[config.mk]
export PLATFORM = sky130hd
export DESIGN_NAME = lpl_ctrl
export DESIGN_NICKNAME = d
export VERILOG_FILES = /design/src/rtl/lpl_pkg.sv /design/src/rtl/lpl_ctrl.sv
export SDC_FILE = /design/constraint.sdc
export NUM_CORES = 1
export LEC_CHECK = 0
export BUFFER_PORTS_ARGS = -buffer_cell sky130_fd_sc_hd__buf_2
export CELL_PAD_IN_SITES_DETAIL_PLACEMENT = 0
export CELL_PAD_IN_SITES_GLOBAL_PLACEMENT = 1
export CORE_MARGIN = 5
export CORE_UTILIZATION = 41
export DETAILED_ROUTE_END_ITERATION = 8
export GPL_ROUTABILITY_DRIVEN = 0
export HOLD_SLACK_MARGIN = 0.06
export PLACE_DENSITY_LB_ADDON = 0.12
export SETUP_SLACK_MARGIN = 0.5
export SLEW_MARGIN = 10
export SYNTH_ARGS = -nofsm -noshare
export SYNTH_HDL_FRONTEND = slang
export SYNTH_SLANG_ARGS = --single-unit
[constraint.sdc]
create_clock -name clock -period 5.05 [get_ports clock]
set_input_delay 0.2525 -clock clock [delete_from_list [all_inputs] [get_ports clock]]
set_output_delay 0.2525 -clock clock [all_outputs]
set_load 0.05 [all_outputs]
[src/rtl/lpl_pkg.sv]
`default_nettype none
// ----------------------------------------------------------------------------
// Lookahead peak limiter package
// Shared command and status types and register indexes.
// ----------------------------------------------------------------------------
package lpl_pkg;

   localparam logic [2:0] CSR_TARGET  = 3'd0;
   localparam logic [2:0] CSR_CEILING = 3'd1;
   localparam logic [2:0] CSR_CURVE   = 3'd2;
   localparam logic [2:0] CSR_COEFF   = 3'd3;
   localparam logic [2:0] CSR_STEP    = 3'd4;
   localparam logic [2:0] CSR_LEN     = 3'd5;

   localparam logic [1:0] CURVE_LINEAR = 2'd0;
   localparam logic [1:0] CURVE_EXP    = 2'd1;
   localparam logic [1:0] CURVE_SMOOTH = 2'd2;

   localparam logic [16:0] UNITY_GAIN = 17'd65536;
   localparam logic [3:0]  DIV_LAST   = 4'd15;

   typedef struct packed {
      logic load;
      logic peak;
      logic div_step;
      logic back_rd;
      logic back_pop;
      logic push;
      logic front_rd;
      logic front_pop;
      logic take_min;
      logic env1;
      logic env2;
      logic delay;
      logic mul;
      logic finish;
   } cmd_type;

   typedef struct packed {
      logic div_last;
      logic count_nz;
      logic back_ge;
      logic front_old;
      logic two_pole;
      logic out_free;
   } status_type;

endpackage
`default_nettype wire

[src/rtl/lpl_ctrl.sv]
`default_nettype none
// ----------------------------------------------------------------------------
// Limiter controller
// Sequences one word through divide, window update, release and output.
// ----------------------------------------------------------------------------
module lpl_ctrl
   import lpl_pkg::*;
(
   input  wire logic       clock,
   input  wire logic       reset,
   input  wire logic       req_valid,
   output logic            req_ready,
   input  wire status_type status,
   output cmd_type         cmd
);

   typedef enum logic [12:0] {
      S_IDLE      = 13'b0000000000001,
      S_PEAK      = 13'b0000000000010,
      S_DIV       = 13'b0000000000100,
      S_BACK_RD   = 13'b0000000001000,
      S_BACK_CHK  = 13'b0000000010000,
      S_PUSH      = 13'b0000000100000,
      S_FRONT_RD  = 13'b0000001000000,
      S_FRONT_CHK = 13'b0000010000000,
      S_ENV1      = 13'b0000100000000,
      S_ENV2      = 13'b0001000000000,
      S_DELAY     = 13'b0010000000000,
      S_MUL       = 13'b0100000000000,
      S_OUT       = 13'b1000000000000
   } state_type;

   state_type state_ff, state_in;

   assign req_ready = (state_ff == S_IDLE);

   always_comb begin
      state_in = state_ff;
      cmd      = '0;
      unique case (state_ff)
         S_IDLE: begin
            if (req_valid) begin
               cmd.load = 1'b1;
               state_in = S_PEAK;
            end
         end
         S_PEAK: begin
            cmd.peak = 1'b1;
            state_in = S_DIV;
         end
         S_DIV: begin
            cmd.div_step = 1'b1;
            if (status.div_last) begin
               state_in = S_BACK_RD;
            end
         end
         S_BACK_RD: begin
            if (status.count_nz) begin
               cmd.back_rd = 1'b1;
               state_in    = S_BACK_CHK;
            end else begin
               state_in = S_PUSH;
            end
         end
         S_BACK_CHK: begin
            if (status.back_ge) begin
               cmd.back_pop = 1'b1;
               state_in     = S_BACK_RD;
            end else begin
               state_in = S_PUSH;
            end
         end
         S_PUSH: begin
            cmd.push = 1'b1;
            state_in = S_FRONT_RD;
         end
         S_FRONT_RD: begin
            cmd.front_rd = 1'b1;
            state_in     = S_FRONT_CHK;
         end
         S_FRONT_CHK: begin
            if (status.front_old) begin
               cmd.front_pop = 1'b1;
               state_in      = S_FRONT_RD;
            end else begin
               cmd.take_min = 1'b1;
               state_in     = S_ENV1;
            end
         end
         S_ENV1: begin
            cmd.env1 = 1'b1;
            state_in = status.two_pole ? S_ENV2 : S_DELAY;
         end
         S_ENV2: begin
            cmd.env2 = 1'b1;
            state_in = S_DELAY;
         end
         S_DELAY: begin
            cmd.delay = 1'b1;
            state_in  = S_MUL;
         end
         S_MUL: begin
            cmd.mul  = 1'b1;
            state_in = S_OUT;
         end
         S_OUT: begin
            if (status.out_free) begin
               cmd.finish = 1'b1;
               state_in   = S_IDLE;
            end
         end
         default: begin
            state_in = S_IDLE;
         end
      endcase
   end

   always_ff @(posedge clock) begin
      if (reset) begin
         state_ff <= S_IDLE;
      end else begin
         state_ff <= state_in;
      end
   end

   assert property (@(posedge clock) disable iff (reset)
      (state_ff == S_OUT && !status.out_free) |=> (state_ff == S_OUT))
      else $error("output stage left while result still pending");

   assert property (@(posedge clock) disable iff (reset)
      (state_ff == S_PUSH) |=> (state_ff == S_FRONT_RD))
      else $error("push not followed by window check");

   assert property (@(posedge clock) disable iff (reset)
      (state_ff == S_DIV && !status.div_last) |=> (state_ff == S_DIV))
      else $error("divide ended early");

endmodule
`default_nettype wire

* Word level (Yosys, flattened, before mapping)
Cells that the tools add are included.
Word-level totals: flip-flop bits (word level) 13, input bits 9, output and inout port bits 15, word-level logic and storage cells 45
Operators by class: equal/unequal tests 16, multiplexer cells 27, reduce and logical (&&, ||, !) cells 1
Operators by type and width (number):
- 13-bit case mux with 13 select lines | 1
- 13-bit two-way mux | 3
- 1-bit two-way mux | 18
- 13-bit by 1-bit equality test with 1-bit output, second input constant | 1
- 13-bit by 10-bit equality test with 1-bit output, second input constant | 1
- 13-bit by 11-bit equality test with 1-bit output, second input constant | 1
- 13-bit by 12-bit equality test with 1-bit output, second input constant | 1
- 13-bit equality test, second input constant | 1
- 13-bit by 2-bit equality test with 1-bit output, second input constant | 1
- 13-bit by 3-bit equality test with 1-bit output, second input constant | 1
- 13-bit by 4-bit equality test with 1-bit output, second input constant | 1
- 13-bit by 5-bit equality test with 1-bit output, second input constant | 1
- 13-bit by 6-bit equality test with 1-bit output, second input constant | 1
- 13-bit by 7-bit equality test with 1-bit output, second input constant | 1
- 13-bit by 8-bit equality test with 1-bit output, second input constant | 1
- 13-bit by 9-bit equality test with 1-bit output, second input constant | 1
- 6-bit two-way mux | 2
- 11-bit two-way mux | 1
- 9-bit two-way mux | 1
- 2-bit inequality test, second input constant | 3
- 3-bit AND reduction | 1
- 2-bit two-way mux | 1

* Depth between registers and ports, before layout
word-level depth 3, gate-level depth with buffers 7, mapped depth without buffers 5

* Least setup slack after synthesis
No wires, ideal clock.
path type register -> output, start point reg state_ff[10], end point out cmd[8] in the netlist's numbering, arrival 2.820 ns, data required time 4.798 ns, path slack 1.978 ns, stages on the path, launching flop included 6, path buffers 1, cells stage by stage dfxtp_1 -> buf_6 -> or4_4 -> nor3_4 -> nand2_2 -> nor4b_1
RTL lines:
- start, declared | line lpl_ctrl.sv:33 | state_type state_ff, state_in;
- start signal, assigned | line lpl_ctrl.sv:122 | state_ff <= state_in;
- end, declared | line lpl_ctrl.sv:14 | output cmd_type cmd

==> qor.json <==
{
  "outcome": {
    "outcome": "finished, final reports clean"
  },
  "detailed_routing": {
    "detail_route.wl_per_cell_um": 13.1,
    "first_pass_iters": 4,
    "drt-vias-per-instance": 5.38,
    "drt_iter0_drc": 20,
    "drt.antenna.violating_nets": 0,
    "routed-via-count": 844,
    "drt-total-wl_um": 2060,
    "remaining_drc_errors": 0
  },
  "logic_synthesis": {
    "synth.yosys.seq_area_share_pct": 27.5,
    "most_frequent_cells_after_synthesis": "dfxtp_1, nor2_1, nor4b_1",
    "netlist.area_leader.share_pct": 27.5,
    "yosysTopAreaCell": "dfxtp_1",
    "synth-warning-count": 0,
    "synthesis.area_per_instance_sq_um": 8.67,
    "synth-edff-count": 0,
    "yosys.cell_count.top_type": "dfxtp_1",
    "yosysUniqueCellTypes": 42,
    "postSynth.asyncResetShare_pct": 0,
    "syn_area_sq_um": 945,
    "ys.flop_type": "dfxtp_1",
    "ys_seq_elements": 13,
    "syn-num-nets": 118,
    "synth_top_cells_by_area": "dfxtp_1, nor4_4, nor4b_1",
    "synth_cells": 109
  },
  "clock_tree": {
    "numClockSinks": 13,
    "post_cts.repair.setup_buffers": 0,
    "cts_inserted_buffers": 3,
    "clock-root-buffer": "clkbuf_4",
    "h-tree-depth": 1,
    "max-clock-path-buffers": 2,
    "postCtsHoldBufs": 0,
    "worstSkewPairLatency_ps": 270,
    "tritoncts": "done",
    "post_cts_resize_count": 0,
    "cts.clk_slew.worst_paths_ps": 80
  },
  "finish": {
    "fin_cells": 157,
    "finalNetCount": 139,
    "area_growth_pct": 13.4,
    "antenna_cells_inserted": 0,
    "largest-register": "state_ff",
    "post_route_cells_drive_above_1_share_pct": 30.2,
    "filler_cell_count": 237,
    "largest_register_ffs": 13,
    "top_regs": "state_ff (13)"
  },
  "timing": {
    "timing.final.crit_period_ps": 2500,
    "clock.fmax_mhz": 401,
    "finalHoldViolations": 0,
    "fin_tns_setup_ps": 0,
    "layout_worst_path_cycle_share_pct": 49.4,
    "rsz_0062_raised_after_global_routing": "false",
    "report.final.slew_viol_count": 0,
    "slew-limit-headroom_pct": 69.8,
    "number_of_setup_violations_in_the_final_report": 0,
    "worst_slew_pin_slew_ps": 449,
    "clock_skew_ps": 3.04
  },
  "global_route": {
    "globalRouteMet1Util_pct": 17.7,
    "grt_use_total_pct": 13.1,
    "globalRouteMet2Util_pct": 19.2,
    "pin_count_of_the_biggest_net_entering_global_routing": 10,
    "grt_pass1_vias": 738,
    "global_route.usage.met3_pct": 3.56,
    "grt_pass1_wl_um": 3420,
    "grt.busiest_layer": "met2",
    "gr-total-overflow": 0,
    "number_of_antenna_violations_at_the_first_check_in_global_routing": 0
  },
  "setup_path": {
    "critical-path-slowest-cell": "or4_4",
    "crit_path_max_fanout": 9,
    "worstSetupEndpointType": "primary output",
    "cp-start-kind": "flop",
    "critical_path.max_stage_delay_ps": 540,
    "critPathBufInv": 1,
    "category_of_the_critical_setup_timing_path": "reg2out",
    "rrSetupSlack_ps": 3040,
    "cp_data_required_time_ps": 4800,
    "critical-path-top-delay-family": "simple AND/OR/NAND/NOR gates",
    "crit_arrival_ps": 2240,
    "path_cells": "or4_4 > nor4b_1 > and3_1 > and2_1 > buf_2"
  },
  "die": {
    "num_rows": 17,
    "effective_utilization_at_floorplan_pct": 42.7,
    "core_region_area_sq_um": 2210,
    "width_of_the_chip_um": 58,
    "die_height_um": 58,
    "floorplan.io_pins": 24,
    "die_area_sq_um": 3360
  },
  "power": {
    "worst_ir_drop_vdd_v": 0.000138,
    "static-leakage-power_nw": 0.436,
    "power.density_nw_per_um2": 213
  },
  "min_path": {
    "holdCritPathClass": "in2reg"
  },
  "place": {
    "dp_cells": 153,
    "portBuffers": 23,
    "hpwl_after_detailed_placement_um": 1650
  },
  "job": {
    "count_of_max_cap_constraint_violations": 0
  }
}
-- area by class of cell --
class / instances / area, sq um / share of cell area [%]
multi-input cells: 83 / 612 / 57.1
flip-flops and latches: 13 / 260 / 24.3
repair buffers: 23 / 115 / 10.7
well taps: 28 / 35.0 / 3.27
clock buffers: 4 / 26.3 / 2.45
inverters: 6 / 22.5 / 2.10
-- per-layer routing --
| metal | vias to the layer above | part of all wire [%] | wire, um |
|---|---|---|---|
| li1 | 446 | - | - |
| met1 | 383 | 48 | 990 |
| met2 | 13 | 47 | 959 |
| met3 | 2 | 4.5 | 92 |
| met4 | 0 | 0.87 | 18 |
| met5 | - | 0 | 0 |
-- kinds of logic after synthesis --
| kind of cell | after synthesis | synth area share (%) |
|---|---|---|
| simple gates | 64 | 49.5 |
| compound gates | 15 | 11.3 |
| flops | 13 | 27.5 |
| buf+inv | 13 | 7.68 |
| xor+xnor | 3 | 2.78 |
| mux | 1 | 1.19 |
-- where the power goes --
part	total, mW	switching [mW]	internal (mW)
Sequential	0.109	0.00488	0.104
Combinational	0.0529	0.0346	0.0183
Clock	0.0655	0.0350	0.0306
-- placed cells by master, fill, tap and decap left out, types with 2 or more instances in the layout --
| cell | count |
|---|---|
| nand3_1 | 2 |
| nor3_1 | 7 |
| nor4b_1 | 8 |
| nor4_1 | 5 |
| nand2_1 | 6 |
| nand2b_1 | 6 |
| nor4_4 | 4 |
| and2_1 | 2 |
| xnor2_1 | 2 |
| inv_1 | 6 |
| buf_2 | 23 |
| nor4b_2 | 2 |
| dfxtp_1 | 13 |
| o21ai_0 | 3 |
| a21oi_1 | 2 |
| nor2_1 | 11 |
| clkbuf_4 | 3 |
-- per-stage QoR --
step	power, mW	worst slack [ps]	cell area (sq um)	utilization, %	hold slack [ps]
final	0.228	2550	1070	48.4	230
after global routing	0.247	2380	1070	48.4	206
after CTS	0.233	2530	1070	48.4	219
after detailed placement	0.165	2860	1040	47.2	519
after global placement	0.164	2900	1040	47.2	518
after floorplan	0.152	1980	945	-	324
-- worst min-delay path: cells and delay by family --
kind / cells / cell delay (ps)
buf+inv: 1 / 100
simple gates: 2 / 110
-- final timing paths --
check                             from                        to  cells after the start
max reg2reg  state_ff[12]$_SDFFE_PP0P_  state_ff[6]$_SDFFE_PP0P_                      5
max          state_ff[10]$_SDFFE_PP0P_                    cmd[9]                      5
min                          status[4]  state_ff[4]$_SDFFE_PP0P_                      3
min reg2reg   state_ff[8]$_SDFFE_PP0P_  state_ff[9]$_SDFFE_PP0P_                      2
No activity file was read; power rests on OpenSTA's default activity.
